## src/rtl/core/leadec_pkg.sv

```systemverilog
// Shared types and codes for the LEA-128 block decrypt unit.
package leadec_pkg;

	localparam int WORD_W = 32;
	localparam int KEY_INDEX_W = 7;
	localparam int SLOT_W = 2;
	localparam int ROW_W = KEY_INDEX_W - SLOT_W;
	localparam int SLOTS = 4;

	localparam logic CMD_LOAD = 1'b0;
	localparam logic CMD_DECRYPT = 1'b1;

	typedef enum logic [1:0] {
		ST_IDLE,
		ST_FETCH,
		ST_RUN,
		ST_DONE
	} state_t;

	// Three dependent sub-steps of one round.
	typedef enum logic [1:0] {
		STEP_A,
		STEP_B,
		STEP_C
	} step_t;

	typedef struct packed {
		logic  key_we;
		logic  load_block;
		logic  run;
		step_t step;
		logic  out_load;
	} dp_cmd_t;

	typedef struct packed {
		logic last_round;
	} dp_stat_t;

endpackage

```

## src/rtl/core/leadec_ram.sv

```systemverilog
// Generic simple dual-port RAM with registered read data.
module leadec_ram #(
	parameter int WIDTH = 32,
	parameter int DEPTH = 24,
	parameter int AW = (DEPTH > 1) ? $clog2(DEPTH) : 1
) (
	input  logic             clk,
	input  logic             we,
	input  logic [AW-1:0]    wr_addr,
	input  logic [WIDTH-1:0] wr_data,
	input  logic [AW-1:0]    rd_addr,
	output logic [WIDTH-1:0] rd_data
);

	logic [WIDTH-1:0] mem [DEPTH];
	logic [WIDTH-1:0] rd_data_q;

	always_ff @(posedge clk) begin
		if (we) begin
			mem[wr_addr] <= wr_data;
		end
		rd_data_q <= mem[rd_addr];
	end

	assign rd_data = rd_data_q;

endmodule

```

## src/rtl/core/leadec_ctrl.sv

```systemverilog
// Controller: sequences key loads, round steps and the output register.
module leadec_ctrl (
	input  logic                 clk,
	input  logic                 arst_n,
	input  logic                 in_valid,
	output logic                 in_ready,
	input  logic                 cmd,
	output logic                 out_valid,
	input  logic                 out_ready,
	input  leadec_pkg::dp_stat_t stat,
	output leadec_pkg::dp_cmd_t  dp_cmd
);
	import leadec_pkg::*;

	state_t state_q, state_d;
	step_t  step_q, step_d;
	logic   out_valid_q;
	logic   accept;
	logic   out_free;

	assign accept = in_valid && in_ready;
	assign out_free = !out_valid_q || out_ready;

	always_comb begin
		state_d = state_q;
		case (state_q)
			ST_IDLE: begin
				if (accept && cmd == CMD_DECRYPT) begin
					state_d = ST_FETCH;
				end
			end
			ST_FETCH: begin
				state_d = ST_RUN;
			end
			ST_RUN: begin
				if (step_q == STEP_C && stat.last_round) begin
					state_d = ST_DONE;
				end
			end
			ST_DONE: begin
				if (out_free) begin
					state_d = ST_IDLE;
				end
			end
			default: begin
				state_d = ST_IDLE;
			end
		endcase
	end

	always_comb begin
		step_d = step_q;
		if (state_q == ST_RUN) begin
			case (step_q)
				STEP_A: step_d = STEP_B;
				STEP_B: step_d = STEP_C;
				default: step_d = STEP_A;
			endcase
		end else begin
			step_d = STEP_A;
		end
	end

	always_comb begin
		in_ready = (state_q == ST_IDLE);
		dp_cmd.key_we = accept && cmd == CMD_LOAD;
		dp_cmd.load_block = accept && cmd == CMD_DECRYPT;
		dp_cmd.run = (state_q == ST_RUN);
		dp_cmd.step = step_q;
		dp_cmd.out_load = (state_q == ST_DONE) && out_free;
	end

	always_ff @(posedge clk or negedge arst_n) begin
		if (!arst_n) begin
			state_q <= ST_IDLE;
			step_q <= STEP_A;
			out_valid_q <= 1'b0;
		end else begin
			state_q <= state_d;
			step_q <= step_d;
			if (dp_cmd.out_load) begin
				out_valid_q <= 1'b1;
			end else if (out_ready) begin
				out_valid_q <= 1'b0;
			end
		end
	end

	assign out_valid = out_valid_q;

endmodule

```

## src/rtl/core/leadec_dpath.sv

```systemverilog
// Datapath: round-key store, block words, round counter and output register.
module leadec_dpath #(
	parameter int ROUNDS = 24
) (
	input  logic                                clk,
	input  logic                                arst_n,
	input  leadec_pkg::dp_cmd_t                 dp_cmd,
	output leadec_pkg::dp_stat_t                stat,
	input  logic [leadec_pkg::KEY_INDEX_W-1:0]  key_index,
	input  logic [leadec_pkg::WORD_W-1:0]       key_word,
	input  logic [leadec_pkg::WORD_W-1:0]       in_word0,
	input  logic [leadec_pkg::WORD_W-1:0]       in_word1,
	input  logic [leadec_pkg::WORD_W-1:0]       in_word2,
	input  logic [leadec_pkg::WORD_W-1:0]       in_word3,
	output logic [leadec_pkg::WORD_W-1:0]       out_word0,
	output logic [leadec_pkg::WORD_W-1:0]       out_word1,
	output logic [leadec_pkg::WORD_W-1:0]       out_word2,
	output logic [leadec_pkg::WORD_W-1:0]       out_word3
);
	import leadec_pkg::*;

	localparam int RW = (ROUNDS > 1) ? $clog2(ROUNDS) : 1;
	localparam logic [RW-1:0] LAST_ROW = RW'(ROUNDS - 1);
	localparam logic [ROW_W:0] ROW_LIMIT = (ROW_W + 1)'(ROUNDS);

	logic [WORD_W-1:0] x_q [SLOTS];
	logic [WORD_W-1:0] out_q [SLOTS];
	logic [WORD_W-1:0] k [SLOTS];
	logic [RW-1:0]     round_q;
	logic [RW-1:0]     rd_row;
	logic [ROW_W-1:0]  wr_row;
	logic [SLOT_W-1:0] wr_slot;
	logic              wr_in_range;
	logic [WORD_W-1:0] opnd;
	logic [WORD_W-1:0] prev;
	logic [WORD_W-1:0] kx;
	logic [WORD_W-1:0] res;
	logic              round_end;

	assign wr_row = key_index[KEY_INDEX_W-1:SLOT_W];
	assign wr_slot = key_index[SLOT_W-1:0];
	// Drop loads that land past the last round.
	assign wr_in_range = {1'b0, wr_row} < ROW_LIMIT;
	assign round_end = dp_cmd.run && dp_cmd.step == STEP_C;
	// Fetch the next round's keys during the last step of this one.
	assign rd_row = round_end ? round_q - 1'b1 : round_q;

	for (genvar g = 0; g < SLOTS; g++) begin : g_key
		leadec_ram #(
			.WIDTH(WORD_W),
			.DEPTH(ROUNDS),
			.AW   (RW)
		) u_key_ram (
			.clk    (clk),
			.we     (dp_cmd.key_we && wr_in_range && wr_slot == SLOT_W'(g)),
			.wr_addr(wr_row[RW-1:0]),
			.wr_data(key_word),
			.rd_addr(rd_row),
			.rd_data(k[g])
		);
	end

	always_comb begin
		case (dp_cmd.step)
			STEP_A: begin
				opnd = {x_q[0][8:0], x_q[0][WORD_W-1:9]};
				prev = x_q[3];
				kx = k[0];
			end
			STEP_B: begin
				opnd = {x_q[1][WORD_W-6:0], x_q[1][WORD_W-1:WORD_W-5]};
				prev = x_q[0];
				kx = k[2];
			end
			STEP_C: begin
				opnd = {x_q[2][WORD_W-4:0], x_q[2][WORD_W-1:WORD_W-3]};
				prev = x_q[1];
				kx = k[3];
			end
			default: begin
				opnd = x_q[0];
				prev = x_q[3];
				kx = k[0];
			end
		endcase
		res = (opnd - (prev ^ kx)) ^ k[1];
	end

	always_ff @(posedge clk or negedge arst_n) begin
		if (!arst_n) begin
			round_q <= '0;
		end else if (dp_cmd.load_block) begin
			round_q <= LAST_ROW;
		end else if (round_end) begin
			round_q <= round_q - 1'b1;
		end
	end

	always_ff @(posedge clk) begin
		if (dp_cmd.load_block) begin
			x_q[0] <= in_word0;
			x_q[1] <= in_word1;
			x_q[2] <= in_word2;
			x_q[3] <= in_word3;
		end else if (dp_cmd.run) begin
			case (dp_cmd.step)
				STEP_A: x_q[0] <= res;
				STEP_B: x_q[1] <= res;
				default: begin
					x_q[0] <= x_q[3];
					x_q[1] <= x_q[0];
					x_q[2] <= x_q[1];
					x_q[3] <= res;
				end
			endcase
		end
		if (dp_cmd.out_load) begin
			out_q <= x_q;
		end
	end

	assign stat.last_round = (round_q == '0);
	assign out_word0 = out_q[0];
	assign out_word1 = out_q[1];
	assign out_word2 = out_q[2];
	assign out_word3 = out_q[3];

endmodule

```

## src/rtl/core/lea128_block_decrypt_unit.sv

```systemverilog
// Top level of the LEA-128 block decrypt unit.
//
//  channel | handshake            | payload
//  --------+----------------------+------------------------------------------------
//  in      | in_valid / in_ready  | cmd, key_index, key_word, in_word0..in_word3
//  out     | out_valid / out_ready| out_word0..out_word3
//
// A key load writes one word of four per-slot key RAMs.
// A decrypt runs from accept through one key fetch state, one subtract step
// per cycle (three per round) on a shared 32-bit subtractor, and a load into
// the output register, which waits while an earlier result is still pending.
// in_ready is high whenever the controller is idle, also while a result waits.
// Reset clears control state only; the key store is undefined until loaded.
module lea128_block_decrypt_unit #(
	parameter int ROUNDS = 24
) (
	input  logic                                clk,
	input  logic                                arst_n,
	input  logic                                in_valid,
	output logic                                in_ready,
	input  logic                                cmd,
	input  logic [leadec_pkg::KEY_INDEX_W-1:0]  key_index,
	input  logic [leadec_pkg::WORD_W-1:0]       key_word,
	input  logic [leadec_pkg::WORD_W-1:0]       in_word0,
	input  logic [leadec_pkg::WORD_W-1:0]       in_word1,
	input  logic [leadec_pkg::WORD_W-1:0]       in_word2,
	input  logic [leadec_pkg::WORD_W-1:0]       in_word3,
	output logic                                out_valid,
	input  logic                                out_ready,
	output logic [leadec_pkg::WORD_W-1:0]       out_word0,
	output logic [leadec_pkg::WORD_W-1:0]       out_word1,
	output logic [leadec_pkg::WORD_W-1:0]       out_word2,
	output logic [leadec_pkg::WORD_W-1:0]       out_word3
);
	import leadec_pkg::*;

	dp_cmd_t  dp_cmd;
	dp_stat_t stat;

	leadec_ctrl u_ctrl (
		.clk      (clk),
		.arst_n   (arst_n),
		.in_valid (in_valid),
		.in_ready (in_ready),
		.cmd      (cmd),
		.out_valid(out_valid),
		.out_ready(out_ready),
		.stat     (stat),
		.dp_cmd   (dp_cmd)
	);

	leadec_dpath #(
		.ROUNDS(ROUNDS)
	) u_dpath (
		.clk      (clk),
		.arst_n   (arst_n),
		.dp_cmd   (dp_cmd),
		.stat     (stat),
		.key_index(key_index),
		.key_word (key_word),
		.in_word0 (in_word0),
		.in_word1 (in_word1),
		.in_word2 (in_word2),
		.in_word3 (in_word3),
		.out_word0(out_word0),
		.out_word1(out_word1),
		.out_word2(out_word2),
		.out_word3(out_word3)
	);

	// A decrypt item blocks the input until its rounds are done.
	a_decrypt_busy: assert property (@(posedge clk) disable iff (!arst_n)
		in_valid && in_ready && cmd == CMD_DECRYPT |=> !in_ready)
		else $error("input ready right after a decrypt item was accepted");

	// A load item never produces a result.
	a_load_no_result: assert property (@(posedge clk) disable iff (!arst_n)
		in_valid && in_ready && cmd == CMD_LOAD && !out_valid && !dp_cmd.out_load
		|=> !out_valid)
		else $error("result appeared after a key load item");

	// Never overwrite a result that is still waiting.
	a_no_overwrite: assert property (@(posedge clk) disable iff (!arst_n)
		dp_cmd.out_load |-> (!out_valid || out_ready))
		else $error("output register loaded while a result is pending");

endmodule

```

## config.mk

```make
export PLATFORM = sky130hd
export DESIGN_NAME = lea128_block_decrypt_unit
export DESIGN_NICKNAME = d
export VERILOG_FILES = /design/src/rtl/core/leadec_pkg.sv /design/src/rtl/core/leadec_ram.sv /design/src/rtl/core/leadec_ctrl.sv /design/src/rtl/core/leadec_dpath.sv /design/src/rtl/core/lea128_block_decrypt_unit.sv
export SDC_FILE = /design/constraint.sdc
export NUM_CORES = 2
export LEC_CHECK = 0
export ABC_AREA = 1
export BUFFER_PORTS_ARGS = -buffer_cell sky130_fd_sc_hd__buf_4
export CORE_ASPECT_RATIO = 0.9
export CORE_MARGIN = 8
export CORE_UTILIZATION = 39
export CTS_CLUSTER_SIZE = 25
export DETAILED_ROUTE_END_ITERATION = 6
export PLACE_DENSITY = 0.51
export SLEW_MARGIN = 40
export SYNTH_ARGS = -nofsm -noshare
export SYNTH_HDL_FRONTEND = slang
export SYNTH_HIERARCHICAL = 1
export SYNTH_SLANG_ARGS = --single-unit
```

## constraint.sdc

```tcl
create_clock -name clk -period 12.9 [get_ports clk]
set_clock_uncertainty 0.1 [all_clocks]
set_input_delay 1.935 -clock clk [delete_from_list [all_inputs] [get_ports clk]]
set_output_delay 1.935 -clock clk [all_outputs]
set_load 0.03 [all_outputs]
```

==> impl_metrics.tcl <==
set metrics [dict create \
    drive_above_1_share_pct 8.90 \
    htree_levels 5 \
    cts_tree "built" \
    yosysWarnings 6 \
    crit_fanout 85 \
    r2r-end "u_dpath/g_key[0].u_key_ram/rd_data[11]" \
    ios 302 \
    postCtsSetupBuffers 0 \
    slew_viol_final 0 \
    first_global_vias 90800 \
    die_w_um 663 \
    die_y_um 599 \
    gr-usage-met1_pct 34.1 \
    worst_pin_slew_ps 920 \
    dp_hpwl_mm 299 \
    ant_nets 0 \
    synth_ff_type "edfxtp_1" \
    start_kind "flip-flop" \
    num-fill-cells 35200 \
    cts-resized-gates 0 \
    period_share_pct 42.2 \
    fin_crit_ps 5450 \
    initial_core_util_pct 39.1 \
    grt_max_degree 169 \
    tns_ps 0 \
    use_met3_pct 3.35 \
    synthCells 13500 \
    pre_cts_slack_ps 7220 \
    ir_drop_mv 0.294 \
    final_nets 14000 \
    gp_congestion 0.954 \
    setup_ws_ps 7450 \
    drtIter0Drc 11800 \
    r2r_start "u_ctrl/state_q[0]" \
    viasPerCell 5.17 \
    worstPathCellList "inv_1, ha_1, nand2_1, nor2_1, inv_1, nand2_4, buf_4, buf_4, buf_6, buf_4, buf_12, nand2_1, nand3_1, nand3_1, nand3_1, nand2_1, nand2_1, nand2_1" \
    hold_path_end "u_dpath/out_word1[29]" \
    cpMaxStageDelayCell "buf_4" \
    num_rows 214 \
    layout_common_cells "nand2_1, edfxtp_1, inv_1" \
    core_um2 376000 \
    min_path_cells 0 \
    cap_violations 0 \
    io_buffers 301 \
    max_freq_ghz 0.183 \
    ys_seq_area_share_pct 69.8 \
    overflow 0 \
    cp_data_required_time_ps 13630 \
    synth_nets 13700 \
    dr_total_vias 98300 \
    status "complete, no violations" \
    yosys_register_bits 3466 \
    finalHoldViolations 0 \
    postCtsHoldBufs 0 \
    gr-usage-met2_pct 34.8 \
    synth_cell_types 42 \
    synth_enable_flop_cells 3328 \
    cts.clk_slew.worst_paths_ps 60 \
    rsz0062_at_grt "false" \
    reg2reg_slack_ps 7450 \
    synthArstFlopShare_pct 0.289 \
    leakagePower_uw 0.0655 \
    cts_buffers 363 \
    top_usage_layer "met2" \
    grt_pass1_wl_mm 673 \
    area_growth_pct 14.4 \
    arrival_ps 6180 \
    clk_path_buf_depth 4 \
    max_stage_delay_ps 690 \
    r2r_cells 18 \
    synthesis.area_um2 147000 \
    clock_latency_ps 960 \
    root_buffer "clkbuf_16" \
    setup_viol 0 \
    critical-path-top-cell-by-count "nand2_1" \
    powerDensity_nw_per_um2 244 \
    die_area_um2 397000 \
    wirelength_mm 474 \
    worstHoldStart "u_dpath/x_q[93]" \
    crit_type "flip-flop to flip-flop" \
    cts_sinks 3466 \
    layout_commonest_cell "nand2_1" \
    drc_errors 0 \
    grt_usage_pct 23.0 \
    worst_setup_path_end_kind "flip-flop" \
    postSynthAreaPerCell_um2 10.9 \
    hp-class "flip-flop to flip-flop" \
    first_pass_iters 6 \
    wire_per_inst_um 24.9 \
    antenna_found_initial 50 \
    slew_headroom_pct 38.7 \
]
critical path, delay by kind of cell (launching register included):
| kind | cells | cell delay, ps |
|---|---|---|
| adders and majority gates | 1 | 310 |
| DFF | 1 | 400 |
| and+or+nand+nor | 10 | 1430 |
| buffers and inverters | 7 | 2870 |
worst max path at each step:
stage / start / to / slack, ps / depth (start not counted)
6_report: u_ctrl/state_q[0] / u_dpath/g_key[0].u_key_ram/rd_data[11] / 7450 / 18
5_1_grt: u_ctrl/state_q[0] / u_dpath/g_key[0].u_key_ram/rd_data[11] / 7150 / 18
4_1_cts: u_ctrl/state_q[0] / u_dpath/g_key[0].u_key_ram/rd_data[11] / 7530 / 18
3_5_place_dp: in_valid / u_dpath/g_key[1].u_key_ram/mem[21][28] / 7220 / 9
3_3_place_gp: in_valid / u_dpath/g_key[1].u_key_ram/mem[15][30] / 6460 / 7
2_1_floorplan: out_ready / u_dpath/out_word0[0] / 4010 / 2
area by class of cell:
cell class,instances,area (um^2),area share [%]
Multi-Input combinational cell,7545,34600,20.5
Timing Repair Buffer,585,6280,3.73
Clock buffer,481,9920,5.89
Clock inverter,184,1710,1.02
Tap cell,4968,6220,3.69
Inverter,1786,6790,4.03
Antenna cell,21,52.6,0.0312
Sequential cell,3466,103000,61.1
per-layer routing:
layer | wire length, um | vias up
li1 | - | 45700
met3 | 35800 | 676
met5 | 42 | -
met2 | 208000 | 3568
met1 | 214000 | 48400
met4 | 16200 | 6
cells by family (layout without fill, tap and decap cells):
logic type | Yosys count | in the layout | synth area share (%)
buffers and inverters | 2521 | 3036 | 7.25
xor gates and xnor gates | 80 | 80 | 0.481
muxes | 11 | 11 | 0.0748
other | 0 | 21 | 0
DFF | 3466 | 3466 | 69.8
and+or+nand+nor | 6265 | 6265 | 17.6
adders and majority gates | 41 | 41 | 0.354
AOI/OAI and AO/OA | 1148 | 1148 | 4.45
report_power, final:
group | internal [uW] | switching (uW) | leakage (uW)
clock | 5970 | 4430 | 0.00568
sequential | 13400 | 823 | 0.0311
combinational | 4330 | 12200 | 0.0286
registers in the layout, summed over array words and instances, names as in the netlist:
signal / cells
u_dpath/g_key.u_key_ram/mem: 3072
u_dpath/g_key.u_key_ram/rd_data: 128
u_dpath/x_q: 128
u_dpath/out_word0: 32
u_dpath/out_word1: 32
u_dpath/out_word2: 32
u_dpath/out_word3: 32
u_dpath/round_q: 5
u_ctrl/state_q: 2
u_ctrl/step_q: 2
u_ctrl/out_valid: 1
metrics by stage:
step	cell area, um^2	instances	power, uW	hold WS [ps]	util, %
2_1_floorplan	147000	13500	24200	326	-
3_3_place_gp	154000	18200	30500	328	40.9
3_5_place_dp	156000	18300	30500	333	41.6
4_1_cts	168000	19000	41000	348	44.7
5_1_grt	168000	19000	43000	356	44.7
6_report	168000	19000	41100	351	44.7
synth_stat cells (all sizes together), types with 5 or more instances:
cell type,instances,area share (%)
buf,490,2.0
clkinv,5,0.013
clkbuf,243,0.66
nand3,1728,5.9
a221oi,30,0.18
nand3b,14,0.071
a21oi,173,0.59
ha,40,0.34
nand2,3545,9.1
nor2,959,2.4
mux2i,11,0.075
o211ai,258,1.3
dfxtp,128,1.7
nand4,7,0.030
xor2,60,0.36
inv,1781,4.6
dfrtp,10,0.17
o22ai,31,0.13
edfxtp,3328,68
xnor2,20,0.12
nor3,7,0.024
o21ai,651,2.2
Power figures use the tool's default switching activity.
